==> src/rtl/lbs_pkg.sv <==
// Shared types, constants and fixed-point helpers for the skinning core.
`timescale 1ns / 1ps
package lbs_pkg;

    localparam int MAX_BONES_DEF  = 64;
    localparam int ELEMS_PER_BONE = 12;
    localparam int QUEUE_DEPTH    = 4;
    localparam int TDATA_IN_W     = 208;
    localparam int TDATA_OUT_W    = 144;
    localparam int PADDR_W        = 3;
    localparam logic [PADDR_W-1:0] ADDR_BONE_COUNT = 3'd0;
    localparam logic CMD_LOAD = 1'b0;

    typedef enum logic [1:0] {
        K_NOP,
        K_LOAD,
        K_INFL,
        K_SKIP
    } t_kind;

    typedef struct packed {
        t_kind              kind;
        logic [5:0]         bone;
        logic [3:0]         elem;
        logic signed [31:0] value;
        logic [16:0]        weight;
        logic signed [31:0] px;
        logic signed [31:0] py;
        logic signed [31:0] pz;
        logic signed [15:0] nx;
        logic signed [15:0] ny;
        logic signed [15:0] nz;
        logic               last;
    } t_item;

    typedef enum logic [2:0] {
        S_IDLE,
        S_READ,
        S_MUL,
        S_ADD,
        S_ROUND,
        S_WMUL,
        S_ACC,
        S_EMIT
    } t_state;

    function automatic logic signed [63:0] sat_add64(input logic signed [63:0] a,
                                                     input logic signed [63:0] b);
        logic signed [64:0] s;
        s = {a[63], a} + {b[63], b};
        if (s[64] != s[63]) begin
            return s[64] ? {1'b1, 63'd0} : {1'b0, {63{1'b1}}};
        end
        return s[63:0];
    endfunction

    // round half up, drop 16 fraction bits, clamp to 32 bits
    function automatic logic signed [31:0] round16(input logic signed [63:0] s);
        logic signed [63:0] r;
        logic signed [63:0] q;
        r = sat_add64(s, 64'sd32768);
        q = r >>> 16;
        if (!((&q[63:31]) || (~|q[63:31]))) begin
            return q[63] ? {1'b1, 31'd0} : {1'b0, {31{1'b1}}};
        end
        return q[31:0];
    endfunction

    function automatic logic signed [31:0] neg_sat32(input logic signed [31:0] v);
        if (v == {1'b1, 31'd0}) begin
            return {1'b0, {31{1'b1}}};
        end
        return -v;
    endfunction

    function automatic logic signed [15:0] neg_sat16(input logic signed [15:0] v);
        if (v == {1'b1, 15'd0}) begin
            return {1'b0, {15{1'b1}}};
        end
        return -v;
    endfunction

endpackage

==> src/rtl/lbs_front.sv <==
// Front end: accepts requests, classifies them and queues them for the engine.
`timescale 1ns / 1ps
module lbs_front #(
    parameter int MAX_BONES = lbs_pkg::MAX_BONES_DEF
) (
    input  logic          i_clk,
    input  logic          i_rst_n,
    input  logic [6:0]    i_bone_count,
    input  logic          i_valid,
    output logic          o_ready,
    input  lbs_pkg::t_item i_raw,
    input  logic          i_cmd,
    output logic          o_item_valid,
    output lbs_pkg::t_item o_item,
    input  logic          i_pop
);
    import lbs_pkg::*;

    localparam int PW = $clog2(QUEUE_DEPTH);

    t_item          r_q [QUEUE_DEPTH];
    logic [PW-1:0]  r_wp, r_rp;
    logic [PW:0]    r_cnt;
    t_item          w_cls;
    logic           w_push;
    logic           w_bone_ok;

    assign w_bone_ok = 32'(i_raw.bone) < MAX_BONES;

    always_comb begin
        w_cls = i_raw;
        if (i_cmd == CMD_LOAD) begin
            w_cls.kind = (w_bone_ok && (32'(i_raw.elem) < ELEMS_PER_BONE)) ? K_LOAD : K_NOP;
        end else begin
            w_cls.kind = (w_bone_ok && ({1'b0, i_raw.bone} < i_bone_count)) ? K_INFL : K_SKIP;
        end
    end

    assign o_ready      = r_cnt != (PW+1)'(QUEUE_DEPTH);
    assign w_push       = i_valid && o_ready;
    assign o_item_valid = r_cnt != '0;
    assign o_item       = r_q[r_rp];

    always_ff @(posedge i_clk) begin
        if (w_push) begin
            r_q[r_wp] <= w_cls;
        end
        if (!i_rst_n) begin
            r_wp  <= '0;
            r_rp  <= '0;
            r_cnt <= '0;
        end else begin
            if (w_push) begin
                r_wp <= r_wp + 1'b1;
            end
            if (i_pop) begin
                r_rp <= r_rp + 1'b1;
            end
            r_cnt <= r_cnt + (PW+1)'(w_push) - (PW+1)'(i_pop);
        end
    end
endmodule

==> config.mk <==
export PLATFORM = sky130hd
export DESIGN_NAME = lbs_front
export DESIGN_NICKNAME = d
export VERILOG_FILES = /design/src/rtl/lbs_pkg.sv /design/src/rtl/lbs_front.sv
export SDC_FILE = /design/constraint.sdc
export NUM_CORES = 1
export LEC_CHECK = 0
export BUFFER_PORTS_ARGS = -buffer_cell sky130_fd_sc_hd__buf_2
export CORE_MARGIN = 8
export CORE_UTILIZATION = 50
export CTS_CLUSTER_DIAMETER = 80
export DETAILED_ROUTE_END_ITERATION = 10
export PLACE_DENSITY = 0.78
export SYNTH_ARGS = -nofsm -noshare
export SYNTH_HDL_FRONTEND = slang
export SYNTH_SLANG_ARGS = --single-unit
export TNS_END_PERCENT = 100
==> constraint.sdc <==
create_clock -name i_clk -period 15.83 [get_ports i_clk]
set_clock_uncertainty 0.05 [all_clocks]
set_input_delay 1.583 -clock i_clk [delete_from_list [all_inputs] [get_ports i_clk]]
set_output_delay 1.583 -clock i_clk [all_outputs]
set_load 0.03 [all_outputs]
==> report_table.html <==
<table>
<tr><th>Metric</th><th>Value</th></tr>
<tr><th colspan="2">Critical path</th></tr>
<tr><td>Startpoint of the lowest-slack register-to-register path</td><td>r_cnt[1]$_SDFF_PN0_</td></tr>
<tr><td>Most used cell, CP</td><td>sky130_fd_sc_hd__buf_4</td></tr>
<tr><td>Worst reg-to-reg setup slack</td><td>12.49 ns</td></tr>
<tr><td>Path type of the worst setup path</td><td>flip-flop to output pin</td></tr>
<tr><td>Critical Path Sink Type</td><td>output pin</td></tr>
<tr><td>Setup crit start kind</td><td>flip-flop</td></tr>
<tr><td>Cell count along the critical path</td><td>4</td></tr>
<tr><td>CP bufs+invs</td><td>3</td></tr>
<tr><td>Cells traversed along the worst timing path</td><td>buf_4 -&gt; buf_4 -&gt; mux4_2 -&gt; buf_2</td></tr>
<tr><td>Stage delay of the slowest cell on the critical path</td><td>0.92 ns</td></tr>
<tr><td>Worst path required time</td><td>14.20 ns</td></tr>
<tr><td>Critical-path top delay cell</td><td>sky130_fd_sc_hd__dfxtp_4</td></tr>
<tr><td>End point of the critical path</td><td>o_item[102]</td></tr>
<tr><td>R2r worst-path depth</td><td>4</td></tr>
<tr><td>Top fanout value on the critical path</td><td>46</td></tr>
<tr><td>Critical R2R Capture</td><td>r_q[2][100]$_DFFE_PP_</td></tr>
<tr><td>Data arrival time of the critical path</td><td>4.07 ns</td></tr>
<tr><td>Top delay family on crit path</td><td>buffers and inverters</td></tr>
<tr><th colspan="2">Clock network</th></tr>
<tr><td>Num CTS Buffers</td><td>81</td></tr>
<tr><td>Clk buf depth</td><td>3</td></tr>
<tr><td>Post-CTS clock slew at the launch and capture registers of the worst setup and hold paths</td><td>0.06 ns</td></tr>
<tr><td>Clock insertion delay at the later pin of the skew report</td><td>0.60 ns</td></tr>
<tr><td>Buffers inserted by post-CTS timing repair</td><td>0</td></tr>
<tr><td>Cts hold-fix bufs</td><td>0</td></tr>
<tr><td>Number of levels in the clock H-tree</td><td>3</td></tr>
<tr><td>Root Driver</td><td>sky130_fd_sc_hd__clkbuf_16</td></tr>
<tr><td>Cells resized by post-CTS repair</td><td>0</td></tr>
<tr><td>TritonCTS Sinks</td><td>833</td></tr>
<tr><td>Clock tree from TritonCTS</td><td>yes</td></tr>
<tr><th colspan="2">Detailed routing</th></tr>
<tr><td>Detailed-route vias per instance</td><td>5.48</td></tr>
<tr><td>Number of vias in the routed layout</td><td>13566</td></tr>
<tr><td>Iteration-0 DRC Markers</td><td>1117</td></tr>
<tr><td>Number of antenna-violating nets in the routed design</td><td>0</td></tr>
<tr><td>DR DRC count</td><td>0</td></tr>
<tr><td>Detailed-router iteration count before antenna repair</td><td>5</td></tr>
<tr><td>Routed wire per std cell</td><td>24.5 microns</td></tr>
<tr><td>Total wirelength of the detailed-routed design</td><td>60600 microns</td></tr>
<tr><th colspan="2">Die</th></tr>
<tr><td>Die height</td><td>262 microns</td></tr>
<tr><td>DIE WIDTH</td><td>262 microns</td></tr>
<tr><td>Starting density of the core</td><td>50.4%</td></tr>
<tr><td>Number of primary I/O pins</td><td>426</td></tr>
<tr><td>Full die area</td><td>68700 sq um</td></tr>
<tr><td>Count of standard-cell rows</td><td>90</td></tr>
<tr><td>Standard cell core area</td><td>60100 sq um</td></tr>
<tr><th colspan="2">Logic synthesis</th></tr>
<tr><td>Xor/xnor cell area share of the yosys netlist</td><td>0.145%</td></tr>
<tr><td>Synth warn</td><td>0</td></tr>
<tr><td>Post-synthesis adder-cell area fraction</td><td>0.520%</td></tr>
<tr><td>Dominant synthesized flop cell</td><td>sky130_fd_sc_hd__edfxtp_1</td></tr>
<tr><td>Syn_area_per_cell</td><td>26.6 sq um</td></tr>
<tr><td>Number of instances in the synthesized netlist</td><td>1140</td></tr>
<tr><td>Count of different cell masters after synthesis</td><td>27</td></tr>
<tr><td>Total nets after synthesis</td><td>1370</td></tr>
<tr><td>Largest family of logic cells by synthesized area</td><td>multiplexers</td></tr>
<tr><td>Post-synth EDFFs</td><td>824</td></tr>
<tr><td>Simple logic cell fraction of the synthesized area</td><td>0.438%</td></tr>
<tr><td>Fraction of registers with async set/reset</td><td>0%</td></tr>
<tr><td>Synth Area in Compound Gates</td><td>0.140%</td></tr>
<tr><td>Register bit total from synthesis</td><td>833</td></tr>
<tr><td>Proportion of synthesized chip area in sequential cells</td><td>82.2%</td></tr>
<tr><td>Share of synthesized area spent on multiplexers</td><td>15.3%</td></tr>
<tr><td>Netlist area before placement</td><td>30300 sq um</td></tr>
<tr><th colspan="2">Placed design</th></tr>
<tr><td>Global placement routability congestion</td><td>0.746</td></tr>
<tr><td>Detailed-placement wirelength estimate</td><td>37600 microns</td></tr>
<tr><td>Count of input and output buffers</td><td>423</td></tr>
<tr><td>Cell area after placement</td><td>33200 sq um</td></tr>
<tr><th colspan="2">Cells and area</th></tr>
<tr><td>Proportion of layout cells with a drive suffix above 1</td><td>45.9%</td></tr>
<tr><td>Most frequent cells in the layout</td><td>sky130_fd_sc_hd__edfxtp_1 (824), sky130_fd_sc_hd__buf_2 (423), sky130_fd_sc_hd__mux4_2 (206)</td></tr>
<tr><td>Area taken by flip-flops and latches</td><td>24900 sq um</td></tr>
<tr><td>Final-stage net count</td><td>1849</td></tr>
<tr><td>Filler instances</td><td>4148</td></tr>
<tr><td>Post-layout utilization of the core</td><td>59.8%</td></tr>
<tr><td>Most common cell after layout, fill and taps aside</td><td>sky130_fd_sc_hd__edfxtp_1</td></tr>
<tr><td>Syn-to-layout area delta</td><td>18.7%</td></tr>
<tr><td>Final standard cell area without fillers</td><td>36000 sq um</td></tr>
<tr><td>Combined area of the multi-input logic cells</td><td>5040 sq um</td></tr>
<tr><th colspan="2">Pwr</th></tr>
<tr><td>Final Total Pwr</td><td>5.53 mW</td></tr>
<tr><td>Peak ir drop on the vdd network</td><td>0.105 mV</td></tr>
<tr><td>Pwr dens</td><td>154 nW/um^2</td></tr>
<tr><td>Leakage</td><td>12.0 nW</td></tr>
<tr><th colspan="2">Timing</th></tr>
<tr><td>Final slew viol count</td><td>0</td></tr>
<tr><td>Actual slew at the worst max-slew pin</td><td>1.15 ns</td></tr>
<tr><td>Final critical-path required period</td><td>5.70 ns</td></tr>
<tr><td>Setup violation total in the final timing report</td><td>0</td></tr>
<tr><td>Setup_tns</td><td>0 ns</td></tr>
<tr><td>Setup repair after global routing missed its margin</td><td>false</td></tr>
<tr><td>Worst-case headroom to the max-slew limit</td><td>23.4%</td></tr>
<tr><td>Final hold violation count</td><td>0</td></tr>
<tr><td>Achievable frequency</td><td>175 MHz</td></tr>
<tr><td>Crit share post-route</td><td>36.0%</td></tr>
<tr><th colspan="2">GRT</th></tr>
<tr><td>Global-route wire length before repair</td><td>88700 microns</td></tr>
<tr><td>Largest net degree at the start of global routing</td><td>72</td></tr>
<tr><td>Antenna violations before repair</td><td>24</td></tr>
<tr><td>Grt total ovfl</td><td>0</td></tr>
<tr><td>Via count of the first global-routing pass</td><td>14583</td></tr>
<tr><td>Total routing usage reported by global routing</td><td>17.3%</td></tr>
<tr><th colspan="2">Outcome</th></tr>
<tr><td>Result of the run</td><td>finished clean</td></tr>
<tr><th colspan="2">Worst hold path</th></tr>
<tr><td>Tightest Hold Check Type</td><td>flip-flop to flip-flop</td></tr>
<tr><th colspan="2">Job</th></tr>
<tr><td>Max_cap viols</td><td>0</td></tr>
</table>
[synthesized netlist by cell type, drive strengths merged (2+ instances only)]
library cell  number  area share, %
clkbuf             7          0.087
xnor2              4           0.12
nor2               2          0.025
a21oi              2          0.033
and2               7           0.15
mux4             206             15
inv               10           0.12
edfxtp           824             82
and3               4          0.083
buf               39            1.0
nand2              4          0.050
dfxtp              9           0.59
ha                11           0.45
[worst min path at each step]
stage	start	endpoint	slack [ns]	cells after the start
2_1_floorplan	r_wp[1]$_SDFFE_PN0P_	r_wp[1]$_SDFFE_PN0P_	0.42	2
3_3_place_gp	r_wp[1]$_SDFFE_PN0P_	r_wp[1]$_SDFFE_PN0P_	0.43	2
3_5_place_dp	r_wp[1]$_SDFFE_PN0P_	r_wp[1]$_SDFFE_PN0P_	0.47	2
4_1_cts	r_wp[1]$_SDFFE_PN0P_	r_wp[1]$_SDFFE_PN0P_	0.49	2
5_1_grt	r_wp[1]$_SDFFE_PN0P_	r_wp[1]$_SDFFE_PN0P_	0.51	2
6_report	r_wp[1]$_SDFFE_PN0P_	r_wp[1]$_SDFFE_PN0P_	0.49	2
[logic make-up after synthesis]
logic type      count (synthesis)
fa+ha+maj                      12
mux                           206
xor+xnor                        5
simple gates                   22
buf+inv                        56
compound gates                  6
flops                         833
[routing by layer]
layer	vias to the layer above	share of wire (%)	GRT usage, %
li1	5922	-	-
met1	7024	37	20.9
met2	488	51	29.0
met3	110	9.0	6.13
met4	22	2.2	5.68
met5	-	0.26	0
[metrics by stage]
step / std cells / setup slack, ns / hold slack, ns
after floorplan: 1140 / 8.85 / 0.418
after global placement: 2318 / 10.56 / 0.434
after detailed placement: 2318 / 10.54 / 0.471
after CTS: 2463 / 9.86 / 0.485
after global routing: 2470 / 9.70 / 0.507
final: 2475 / 10.13 / 0.486
[registers in the layout, summed over array words and instances (netlist names), named ones only]
signal	flops
r_cnt	3
r_rp	2
r_q	824
r_wp	2
[cell type report]
class / count / share of cell area [%]
Inverter: 10 / 0.104
Tap cell: 782 / 2.72
Clock inverter: 44 / 1.50
Antenna cell: 12 / 0.0835
Multi-Input combinational cell: 251 / 14.0
Clock buffer: 101 / 5.96
Timing Repair Buffer: 442 / 6.28
Sequential cell: 833 / 69.3
[worst reg2reg max path, delay by kind of cell (launching register included)]
family        cells  cell delay (ns)
simple gates      2             0.77
buf+inv           2             1.68
flops             1             0.41
[power by group]
group          switching (mW)  leakage, nW  internal (mW)
Sequential             0.0565         7.62           2.68
Combinational           0.595         3.11          0.290
Clock                   0.779         1.30           1.13
(Power assumes the default switching activity.)
